===== src/rtl/core/pee_pkg.sv =====
// Package for the prefix expression evaluator.
// Holds the shared widths, character and status codes, and the divider request type.
// Depends on nothing.
package pee_pkg;

    // Word and field widths.
    localparam int DATA_W          = 32;
    localparam int SYM_W           = 8;
    localparam int STAT_W          = 3;
    localparam int STACK_DEPTH_DEF = 32;

    // Character codes that the evaluator recognises.
    localparam logic [SYM_W-1:0] CH_ZERO  = 8'h30;
    localparam logic [SYM_W-1:0] CH_NINE  = 8'h39;
    localparam logic [SYM_W-1:0] CH_PLUS  = 8'h2B;
    localparam logic [SYM_W-1:0] CH_MINUS = 8'h2D;
    localparam logic [SYM_W-1:0] CH_STAR  = 8'h2A;
    localparam logic [SYM_W-1:0] CH_SLASH = 8'h2F;
    localparam logic [SYM_W-1:0] CH_PCT   = 8'h25;

    // Status codes reported with each result word.
    localparam logic [STAT_W-1:0] ERR_NONE      = 3'd0;
    localparam logic [STAT_W-1:0] ERR_UNDERFLOW = 3'd1;
    localparam logic [STAT_W-1:0] ERR_OVERFLOW  = 3'd2;
    localparam logic [STAT_W-1:0] ERR_BAD_OP    = 3'd3;
    localparam logic [STAT_W-1:0] ERR_DIV_ZERO  = 3'd4;

    // Request from the sequencer to the divider.
    typedef struct packed {
        logic start;
        logic is_rem;
    } t_div_req;

    // Keeps the first error only.
    function automatic logic [STAT_W-1:0] note_error(input logic [STAT_W-1:0] cur,
                                                     input logic [STAT_W-1:0] code);
        note_error = (cur == ERR_NONE) ? code : cur;
    endfunction

endpackage


===== src/rtl/core/pee_ram.sv =====
// Generic single-port-write, single-port-read RAM with a registered read.
// Standalone; no package needed.
module pee_ram #(
    parameter int WIDTH = 32,
    parameter int DEPTH = 32
) (
    input  logic                     i_clk,
    input  logic                     i_we,
    input  logic [$clog2(DEPTH)-1:0] i_waddr,
    input  logic [WIDTH-1:0]         i_wdata,
    input  logic [$clog2(DEPTH)-1:0] i_raddr,
    output logic [WIDTH-1:0]         o_rdata
);

    logic [WIDTH-1:0] r_mem [DEPTH];
    logic [WIDTH-1:0] r_rdata;

    // Write port and registered read port.
    always_ff @(posedge i_clk) begin
        if (i_we) begin
            r_mem[i_waddr] <= i_wdata;
        end
        r_rdata <= r_mem[i_raddr];
    end

    assign o_rdata = r_rdata;

endmodule


===== src/rtl/core/pee_div.sv =====
// Iterative signed divider: one quotient bit per cycle, truncating toward zero.
// Uses pee_pkg for widths and the request type.
module pee_div
    import pee_pkg::*;
(
    input  logic              i_clk,
    input  logic              i_rst_n,
    input  t_div_req          i_req,
    input  logic [DATA_W-1:0] i_dividend,
    input  logic [DATA_W-1:0] i_divisor,
    output logic              o_done,
    output logic [DATA_W-1:0] o_result
);

    localparam int CNT_W = $clog2(DATA_W);

    logic              r_busy;
    logic              r_done;
    logic [CNT_W-1:0]  r_cnt;
    logic [DATA_W-1:0] r_rem;
    logic [DATA_W-1:0] r_quo;
    logic [DATA_W-1:0] r_dvs;
    logic              r_a_neg;
    logic              r_q_neg;
    logic              r_is_rem;

    logic [DATA_W:0]   shifted;
    logic [DATA_W:0]   diff;

    // Trial subtraction for the current quotient bit.
    assign shifted = {r_rem, r_quo[DATA_W-1]};
    assign diff    = shifted - {1'b0, r_dvs};

    // Control state of the iteration.
    always_ff @(posedge i_clk) begin
        if (!i_rst_n) begin
            r_busy <= 1'b0;
            r_done <= 1'b0;
            r_cnt  <= '0;
        end else begin
            r_done <= r_busy && (r_cnt == CNT_W'(DATA_W - 1));
            if (i_req.start) begin
                r_busy <= 1'b1;
                r_cnt  <= '0;
            end else if (r_busy) begin
                r_cnt <= r_cnt + 1'b1;
                if (r_cnt == CNT_W'(DATA_W - 1)) begin
                    r_busy <= 1'b0;
                end
            end
        end
    end

    // Datapath: magnitudes on start, then shift and subtract.
    always_ff @(posedge i_clk) begin
        if (i_req.start) begin
            r_rem    <= '0;
            r_quo    <= i_dividend[DATA_W-1] ? (DATA_W'(0) - i_dividend) : i_dividend;
            r_dvs    <= i_divisor[DATA_W-1] ? (DATA_W'(0) - i_divisor) : i_divisor;
            r_a_neg  <= i_dividend[DATA_W-1];
            r_q_neg  <= i_dividend[DATA_W-1] ^ i_divisor[DATA_W-1];
            r_is_rem <= i_req.is_rem;
        end else if (r_busy) begin
            if (!diff[DATA_W]) begin
                r_rem <= diff[DATA_W-1:0];
                r_quo <= {r_quo[DATA_W-2:0], 1'b1};
            end else begin
                r_rem <= shifted[DATA_W-1:0];
                r_quo <= {r_quo[DATA_W-2:0], 1'b0};
            end
        end
    end

    // Sign correction of the finished quotient or remainder.
    always_comb begin
        if (r_is_rem) begin
            o_result = r_a_neg ? (DATA_W'(0) - r_rem) : r_rem;
        end else begin
            o_result = r_q_neg ? (DATA_W'(0) - r_quo) : r_quo;
        end
    end

    assign o_done = r_done;

endmodule


===== src/rtl/core/prefix_expression_evaluator.sv =====
// Prefix expression evaluator: an operand stack in RAM driven by a sequencer.
// A digit is pushed; any other word pops two operands, computes and pushes a result, with
// / and % going through the 32-step divider, the worst case, unless the divisor is zero.
// A last word then pops the result and waits for the output register. One word at a time.
// Synchronous active-low reset empties the stack and clears status and the output
// valid; the stack RAM keeps its contents, which are never read before being written.
module prefix_expression_evaluator
    import pee_pkg::*;
#(
    parameter int STACK_DEPTH = STACK_DEPTH_DEF
) (
    input  logic                     i_clk,
    input  logic                     i_rst_n,
    input  logic                     i_valid,
    output logic                     o_ready,
    input  logic [SYM_W-1:0]         i_symbol,
    input  logic                     i_last,
    output logic                     o_valid,
    input  logic                     i_ready,
    output logic signed [DATA_W-1:0] o_value,
    output logic [STAT_W-1:0]        o_status
);

    localparam int AW = $clog2(STACK_DEPTH);
    localparam int DW = $clog2(STACK_DEPTH + 1);

    typedef enum logic [3:0] {
        S_IDLE,
        S_POPA,
        S_POPB,
        S_CALC,
        S_DIV,
        S_PUSH,
        S_FINAL,
        S_FINW,
        S_OUT
    } t_state;

    t_state             r_state, n_state;
    logic [DW-1:0]      r_depth, n_depth;
    logic [STAT_W-1:0]  r_err, n_err;
    logic [SYM_W-1:0]   r_sym, n_sym;
    logic               r_last, n_last;
    logic [DATA_W-1:0]  r_a, n_a;
    logic [DATA_W-1:0]  r_b, n_b;
    logic               r_b_rd, n_b_rd;
    logic               r_a_rd, n_a_rd;
    logic [DATA_W-1:0]  r_res, n_res;
    logic               r_ovalid, n_ovalid;
    logic [DATA_W-1:0]  r_value, n_value;
    logic [STAT_W-1:0]  r_status, n_status;

    logic               mem_we;
    logic [AW-1:0]      mem_raddr;
    logic [DATA_W-1:0]  mem_rdata;
    logic [DW-1:0]      depth_dec;
    logic [DATA_W-1:0]  opd_b;
    t_div_req           div_req;
    logic               div_done;
    logic [DATA_W-1:0]  div_result;

    // Operand stack storage.
    pee_ram #(
        .WIDTH(DATA_W),
        .DEPTH(STACK_DEPTH)
    ) u_stack (
        .i_clk  (i_clk),
        .i_we   (mem_we),
        .i_waddr(r_depth[AW-1:0]),
        .i_wdata(r_res),
        .i_raddr(mem_raddr),
        .o_rdata(mem_rdata)
    );

    // Shared divider for / and %.
    pee_div u_div (
        .i_clk     (i_clk),
        .i_rst_n   (i_rst_n),
        .i_req     (div_req),
        .i_dividend(r_a),
        .i_divisor (opd_b),
        .o_done    (div_done),
        .o_result  (div_result)
    );

    // The top of stack is always the entry below the depth.
    assign depth_dec = r_depth - 1'b1;
    assign mem_raddr = depth_dec[AW-1:0];
    assign opd_b     = r_b_rd ? mem_rdata : r_b;

    // Sequencer: next-state and datapath decisions.
    always_comb begin
        n_state  = r_state;
        n_depth  = r_depth;
        n_err    = r_err;
        n_sym    = r_sym;
        n_last   = r_last;
        n_a      = r_a;
        n_b      = r_b;
        n_a_rd   = r_a_rd;
        n_b_rd   = r_b_rd;
        n_res    = r_res;
        n_ovalid = r_ovalid;
        n_value  = r_value;
        n_status = r_status;
        mem_we   = 1'b0;
        div_req  = '0;

        if (r_ovalid && i_ready) begin
            n_ovalid = 1'b0;
        end

        case (r_state)
            S_IDLE: begin
                if (i_valid) begin
                    n_sym  = i_symbol;
                    n_last = i_last;
                    if (i_symbol inside {[CH_ZERO:CH_NINE]}) begin
                        n_res   = DATA_W'(i_symbol - CH_ZERO);
                        n_state = S_PUSH;
                    end else begin
                        n_state = S_POPA;
                    end
                end
            end
            S_POPA: begin
                if (r_depth == '0) begin
                    n_a    = '1;
                    n_a_rd = 1'b0;
                    n_err  = note_error(r_err, ERR_UNDERFLOW);
                end else begin
                    n_a_rd  = 1'b1;
                    n_depth = depth_dec;
                end
                n_state = S_POPB;
            end
            S_POPB: begin
                if (r_a_rd) begin
                    n_a = mem_rdata;
                end
                if (r_depth == '0) begin
                    n_b    = '1;
                    n_b_rd = 1'b0;
                    n_err  = note_error(r_err, ERR_UNDERFLOW);
                end else begin
                    n_b_rd  = 1'b1;
                    n_depth = depth_dec;
                end
                n_state = S_CALC;
            end
            S_CALC: begin
                n_state = S_PUSH;
                case (r_sym)
                    CH_PLUS:  n_res = r_a + opd_b;
                    CH_MINUS: n_res = r_a - opd_b;
                    CH_STAR:  n_res = r_a * opd_b;
                    CH_SLASH, CH_PCT: begin
                        if (opd_b == '0) begin
                            n_res = '0;
                            n_err = note_error(r_err, ERR_DIV_ZERO);
                        end else begin
                            div_req.start  = 1'b1;
                            div_req.is_rem = (r_sym == CH_PCT);
                            n_state        = S_DIV;
                        end
                    end
                    default: begin
                        n_res = '0;
                        n_err = note_error(r_err, ERR_BAD_OP);
                    end
                endcase
            end
            S_DIV: begin
                if (div_done) begin
                    n_res   = div_result;
                    n_state = S_PUSH;
                end
            end
            S_PUSH: begin
                if (r_depth == DW'(STACK_DEPTH)) begin
                    n_err = note_error(r_err, ERR_OVERFLOW);
                end else begin
                    mem_we  = 1'b1;
                    n_depth = r_depth + 1'b1;
                end
                n_state = r_last ? S_FINAL : S_IDLE;
            end
            S_FINAL: begin
                if (r_depth == '0) begin
                    n_res   = '1;
                    n_err   = note_error(r_err, ERR_UNDERFLOW);
                    n_state = S_OUT;
                end else begin
                    n_depth = depth_dec;
                    n_state = S_FINW;
                end
            end
            S_FINW: begin
                n_res   = mem_rdata;
                n_state = S_OUT;
            end
            S_OUT: begin
                // Hand the result to the output register once it is free.
                if (!r_ovalid || i_ready) begin
                    n_ovalid = 1'b1;
                    n_value  = r_res;
                    n_status = r_err;
                    n_depth  = '0;
                    n_err    = ERR_NONE;
                    n_state  = S_IDLE;
                end
            end
            default: begin
                n_state = S_IDLE;
            end
        endcase
    end

    // State, stack pointer, status and the output register.
    always_ff @(posedge i_clk) begin
        if (!i_rst_n) begin
            r_state  <= S_IDLE;
            r_depth  <= '0;
            r_err    <= ERR_NONE;
            r_ovalid <= 1'b0;
        end else begin
            r_state  <= n_state;
            r_depth  <= n_depth;
            r_err    <= n_err;
            r_ovalid <= n_ovalid;
        end
        r_sym    <= n_sym;
        r_last   <= n_last;
        r_a      <= n_a;
        r_b      <= n_b;
        r_a_rd   <= n_a_rd;
        r_b_rd   <= n_b_rd;
        r_res    <= n_res;
        r_value  <= n_value;
        r_status <= n_status;
    end

    assign o_ready  = (r_state == S_IDLE);
    assign o_valid  = r_ovalid;
    assign o_value  = $signed(r_value);
    assign o_status = r_status;

endmodule


===== config.mk =====
export PLATFORM = sky130hd
export DESIGN_NAME = prefix_expression_evaluator
export DESIGN_NICKNAME = d
export VERILOG_FILES = /design/src/rtl/core/pee_pkg.sv /design/src/rtl/core/pee_ram.sv /design/src/rtl/core/pee_div.sv /design/src/rtl/core/prefix_expression_evaluator.sv
export SDC_FILE = /design/constraint.sdc
export NUM_CORES = 2
export LEC_CHECK = 0
export BUFFER_PORTS_ARGS = -buffer_cell sky130_fd_sc_hd__buf_2
export CORE_AREA = 2 2 304 381
export CTS_CLUSTER_SIZE = 16
export DETAILED_ROUTE_END_ITERATION = 8
export DIE_AREA = 0 0 306 383
export PLACE_DENSITY = 0.89
export SLEW_MARGIN = 20
export SYNTH_ARGS = -nofsm -noshare
export SYNTH_HDL_FRONTEND = slang
export SYNTH_HIERARCHICAL = 1
export SYNTH_SLANG_ARGS = --single-unit

===== constraint.sdc =====
create_clock -name i_clk -period 8.95 [get_ports i_clk]
set_input_delay 0.4475 -clock i_clk [delete_from_list [all_inputs] [get_ports i_clk]]
set_output_delay 0.4475 -clock i_clk [all_outputs]
set_load 0.02 [all_outputs]

Word-level counts from Yosys, hierarchy flattened
Memories as Yosys holds them, arrays and structs flattened. A register that Yosys moved wholly into a read port is not among the register bits.
Cells that the tools add are included.
{ "word_totals": {"rom_bits": 0, "output_inout_bits": 37, "ff_bits": 230, "word_cells": 154, "mem_count": 1, "in_bits": 13, "mem_bits_rw": 1024, "latchBits": 0} }
{ "classes": {"eq_ne": 31, "bitwise": 4, "div": 0, "multipliers": 1, "magnitude_cmp": 2, "n_shift": 0, "muxes": 56, "n_reduce_logical": 26, "n_addsub": 11} }
{ "memory_table": {"columns": ["memory", "words", "width", "read_ports", "rd_clocked_by_memory_dff", "write_ports", "line", "source"], "rows": [
  ["u_stack.r_mem", 32, 32, 1, 1, 1, "pee_ram.sv:15", "logic [WIDTH-1:0] r_mem [DEPTH];"]
]} }
{ "op_table": {"columns": ["op", "count"], "rows": [
  ["two-way mux 32 bit", 14],
  ["one-hot mux 32 bit (5 select lines)", 1],
  ["one-hot mux 32 bit (4 select lines)", 1],
  ["subtractor 1 x 32 -> 32 bit (first input constant)", 4],
  ["one-hot mux 32 bit (2 select lines)", 1],
  ["== test 8 x 6 -> 1 bit (second input constant)", 5],
  ["one-hot mux 4 bit (9 select lines)", 1],
  ["subtractor 33 x 32 -> 33 bit", 1],
  ["adder 32 bit", 1],
  ["logical NOT 32 bit", 1],
  ["multiplier 32 x 32 -> 32 bit", 1],
  ["subtractor 32 bit", 1],
  ["two-way mux 31 bit", 1],
  ["two-way mux 3 bit", 10],
  ["inequality test 2 bit (second input constant)", 11],
  ["two-way mux 6 bit", 3],
  ["one-hot mux 6 bit (3 select lines)", 1],
  ["== test 4 x 3 -> 1 bit (second input constant)", 4],
  ["two-way mux 4 bit", 4],
  ["two-way mux 1 bit", 14],
  ["one-hot mux 3 bit (4 select lines)", 1],
  ["AND reduction 9 bit", 1],
  ["OR reduction 3 bit", 3],
  ["subtractor 8 x 6 -> 9 bit (second input constant)", 1],
  ["31 further kinds", 45]
]} }

Logic depth before layout (Yosys ltp)
{ "depth": {"word_depth": 6, "depth_mapped": 30, "mapped_depth_nobuf": 27} }

By module
Netlist, hierarchy kept.
{ "modules_own_cells": {"columns": ["mod", "cells_each", "seq_area_each_um2", "instances", "area_each_um2"], "rows": [
  ["pee_ram", 2260, 31390.1, 1, 40492.6],
  ["prefix_expression_evaluator", 2564, 3583.4, 1, 23814.1],
  ["pee_div", 1079, 2792.7, 1, 8857.2]
]} }

Least setup slack after synthesis
Ideal clock, no wire load.
{ "synth_timing": {"kind": "reg2reg", "from": "register r_b_rd", "to": "register r_res[19] (data pin)", "stages_incl_launch_ff": 28, "period_less_slack_ns": 7.694, "path_buffers": 4, "required_time_ns": 8.689, "slack_ns": 1.256, "arrival_time_ns": 7.433, "setup_ns": 0.261, "path_cell_list": "edfxtp_1 > clkbuf_1 > clkbuf_1 > nand2b_1 > clkbuf_1 > and2_1 > fa_1 > inv_1 > fa_1 > fa_1 > fa_1 > inv_1 > ha_1 > ha_1 > fa_1 > fa_1 > ha_1 > clkbuf_1 > a21oi_1 > nand2_1 > a221o_1 > or2_2 > and2_1 > or3_1 > a21oi_1 > xor2_1 > o22ai_1 > a221o_1"} }
{ "synth_via": {"elab_chain_cells": 4, "word_cells_on_any_way": 6, "classes_between": "add/sub (2); mul (1); mux (3)"} }
{ "synth_rtl": {"columns": ["element", "line", "source"], "rows": [
  ["from (decl)", "prefix_expression_evaluator.sv:46", "logic r_b_rd, n_b_rd;"],
  ["from (signal assigned)", "prefix_expression_evaluator.sv:237", "r_b_rd <= n_b_rd;"],
  ["two-way mux 32 bit *", "prefix_expression_evaluator.sv:89", "assign opd_b = r_b_rd ? mem_rdata : r_b;"],
  ["multiplier 32 x 32 -> 32 bit, or another cell as far along", "prefix_expression_evaluator.sv:156", "CH_STAR: n_res = r_a * opd_b;"],
  ["one-hot mux 32 bit (4 select lines) *", "prefix_expression_evaluator.sv:153", "case (r_sym)"],
  ["one-hot mux 32 bit (5 select lines) *", "prefix_expression_evaluator.sv:113", "case (r_state)"],
  ["net n_res[19]", "prefix_expression_evaluator.sv:48", "logic [DATA_W-1:0] r_res, n_res;"],
  ["to (signal assigned)", "prefix_expression_evaluator.sv:238", "r_res <= n_res;"],
  ["to (decl)", "prefix_expression_evaluator.sv:48", null]
]} }
The timed path passes the listed nets; every way through them passes the cells marked *.
A chain may end at the register's enable or synchronous reset.

Worst setup path in the final report
Ends and elaborated chain as after synthesis.

==> impl_metrics.csv <==
group,metric,value,unit
outcome,status,"complete, no violations",
place,dp.final_hpwl,145000,µm
place,io_buffers,49,
synthesis,ys_ff_latch,1286,
route,drtIter0Drc,7372,
synthesis,muxShareOfSynthArea,7.20,%
min_path,hold_start,"i_symbol[7]",
die,die_h,383,µm
clock_tree,cts.repair.resized,0,
timing,clock.fmax,118,MHz
critical_path,crit_buf_inv,2,
timing,min_period,8460,ps
timing,tightestPinTransition,1190,ps
timing,hold_viol,0,
route,dr_total_vias,51900,
critical_path,reg2reg_depth,23,
synthesis,synth-xor-area-share,3.49,%
grt,grt.total_usage,38.4,%
timing,drv_slew,0,
min_path,min_path_type,"primary input to flop",
critical_path,cp.depth,23,
critical_path,start_kind,"flop",
clock_tree,clock_path_buffers,3,
route,wl_per_cell,30.5,µm
clock_tree,cts_tree,"yes",
critical_path,critical_path_class,"flop to flop",
route,drt-total-wl,229000,µm
critical_path,worstPathMaxFanout,18,
cells_and_area,finalNetCount,6557,
clock_tree,cts_root_buf,"clkbuf_16",
cells_and_area,regArea,37800,µm²
critical_path,cp-startpoint,"r_b_rd",
synthesis,synth_area_leaders,"edfxtp_1 (49%), fa_1 (11%), mux2i_1 (7.2%), ha_1 (3.4%), and2_1 (2.7%)",
grt,grt_pass1_vias,52600,
critical_path,cp.required,9410,ps
synthesis,synth_warnings,6,
route,drc_errors,0,
grt,gr-total-overflow,0,
die,rows,139,
synthesis,yosys.area.top_type,"edfxtp_1",
critical_path,rr_startpoint,"r_b_rd",
clock_tree,clock_latency,790,ps
route,viasPerCell,6.90,
timing,setup_violations,0,
synthesis,synth_top_family_by_area,"adder cells",
synthesis,postSynthAreaPerCell,12.4,µm²
route,firstDrtPassIters,8,
synthesis,postSynthCellCount,5903,
die,ioPinCount,50,
timing,clock_skew,79.4,ps
cells_and_area,layout-drive-gt1-share,7.99,%
die,die_x,306,µm
critical_path,cp_top_family,"adder cells",
die,fp.coreArea,114000,µm²
critical_path,slowest_stage,"edfxtp_1",
grt,grt_max_degree,151,
grt,grt_pass1_wl,330000,µm
synthesis,synthFlopType,"edfxtp_1",
die,start_util,64.2,%
timing,setup_tns,0,ps
timing,timing.final.crit_share,94.5,%
synthesis,synth_compound_area_share,8.33,%
synthesis,synthSimpleGateAreaFrac,10.4,%
job,max_cap_violations,0,
route,antenna_left,0,
clock_tree,clk_pin_slew,60,ps
synthesis,netlist.area_leader.share,49.3,%
min_path,hold_path_depth,1,
cells_and_area,syn_to_final_growth,8.59,%
critical_path,cp.arrival,8920,ps
clock_tree,htree_levels,3,
synthesis,ys_seq_area_share,51.6,%
synthesis,synth_edf_count,1201,
timing,rsz0062_at_grt,"no",
critical_path,path_cells,"nand2b_1 -> and2_1 -> fa_1 -> fa_1 -> inv_1 -> fa_1 -> fa_1 -> inv_1 -> ha_1 -> ha_1 -> fa_1 -> fa_1 -> ha_1 -> a21oi_1 -> nand2_1 -> a221o_1 -> or2_2 -> and2_1 -> or3_1 -> a21oi_1 -> xor2_1 -> o22ai_1 -> a221o_1",
synthesis,synth_fa_ha_area_share,14.6,%
die,fp.dieArea,117000,µm²
cells_and_area,fillers,7265,
critical_path,cp-end-kind,"flop",
place,gp_congestion,1.05,
timing,maxSlewHeadroom,20.5,%
clock_tree,clock_sinks,1286,
synthesis,syn_area,73200,µm²
synthesis,yosysUniqueCellTypes,92,
synthesis,synthesis.nets,6524,
clock_tree,cts_buffers,116,
critical_path,cp_common_cell,"fa_1",
grt,antenna_found_initial,19,
critical_path,max_stage_delay,700,ps
synthesis,async_flop_share,0,%
cells_and_area,multi_input_area,32500,µm²
-- registers in the layout, summed over array words and instances, names as in the netlist, 3 cells and up --
register and flops:
r_err 3, r_depth 6, r_res 32, u_div/r_dvs 32, u_stack/o_rdata 32, o_status 3, r_sym 8, u_div/r_quo 32
u_div/r_cnt 5, r_a 32, u_div/r_rem 32, u_stack/r_mem 1024, o_value 32, r_state 4
-- cells by family after synthesis --
| family | Yosys count |
|---|---|
| DFF | 1286 |
| and+or+nand+nor | 1501 |
| muxes | 526 |
| xor gates and xnor gates | 290 |
| AOI/OAI and AO/OA | 916 |
| buffers and inverters | 776 |
| adders and majority gates | 608 |
-- final timing paths --
kind	slack, ps	end
min reg2reg	460	o_status[1]
min	40	r_sym[7]
max	490	r_res[19]
max reg2reg	490	r_res[19]
-- worst register-to-register path: cells and delay by family, from the launching register on --
| kind | cells | cell delay (ps) |
|---|---|---|
| adders and majority gates | 9 | 3820 |
| and+or+nand+nor | 6 | 2000 |
| AOI/OAI and AO/OA | 5 | 1300 |
| DFF | 1 | 700 |
| xor gates and xnor gates | 1 | 290 |
| buffers and inverters | 2 | 90 |
-- cell usage after synthesis, types with 85 or more instances --
cell type  instances
edfxtp_1        1201
mux2i_1          524
nand2_1          460
inv_1            450
fa_1             410
and2_1           316
a21oi_1          249
nor2_1           223
clkbuf_1         222
ha_1             198
xnor2_1          172
nand3_1          146
o21ai_0          145
xor2_1           117
a22oi_1          105
nand2b_1          94
dfxtp_1           85
-- final cells by class --
type / count / share of cell area (%)
inverters: 450 / 2.14
multi-input cells: 3841 / 40.9
clock buffers: 141 / 3.81
flip-flops and latches: 1286 / 47.5
repair buffers: 241 / 2.45
clock inverters: 74 / 0.762
well taps: 1480 / 2.33
diodes: 9 / 0.0283
-- layer usage --
metal	GRT usage, %	part of all wire, %
met1	43.0	31
met2	62.7	47
met3	8.49	11
met4	33.1	11
met5	0	0.026
-- layout by cell type (no fill, tap or decap), types with 172 or more instances in the layout --
master	Yosys	routed
a21oi_1	249	249
xnor2_1	172	172
nand2_1	460	459
and2_1	316	315
edfxtp_1	1201	1201
mux2i_1	524	524
ha_1	198	198
nor2_1	223	188
inv_1	450	449
fa_1	410	410
-- metrics by stage --
step / hold WS [ps] / util [%] / cell area [µm²] / std cells / worst slack, ps
4_1_cts: 8.27 / 69.4 / 79100 / 7491 / 612
6_report: 42.7 / 69.7 / 79400 / 7522 / 491
3_5_place_dp: 446 / 66.2 / 75400 / 7271 / 644
2_1_floorplan: 417 / - / 73200 / 5903 / 1260
5_1_grt: 35.2 / 69.7 / 79400 / 7515 / 199
3_3_place_gp: 436 / 66.1 / 75300 / 7268 / 833
-- repair_timing --
item | CTS | global route
hold buffers | 5 | 0
setup buffers | 0 | 0
endpoints found under the hold margin | 5 | 0
Power is left out: the tool's default activity adds up to more than one toggle a clock period on the data nets, which glitch-free logic cannot reach.
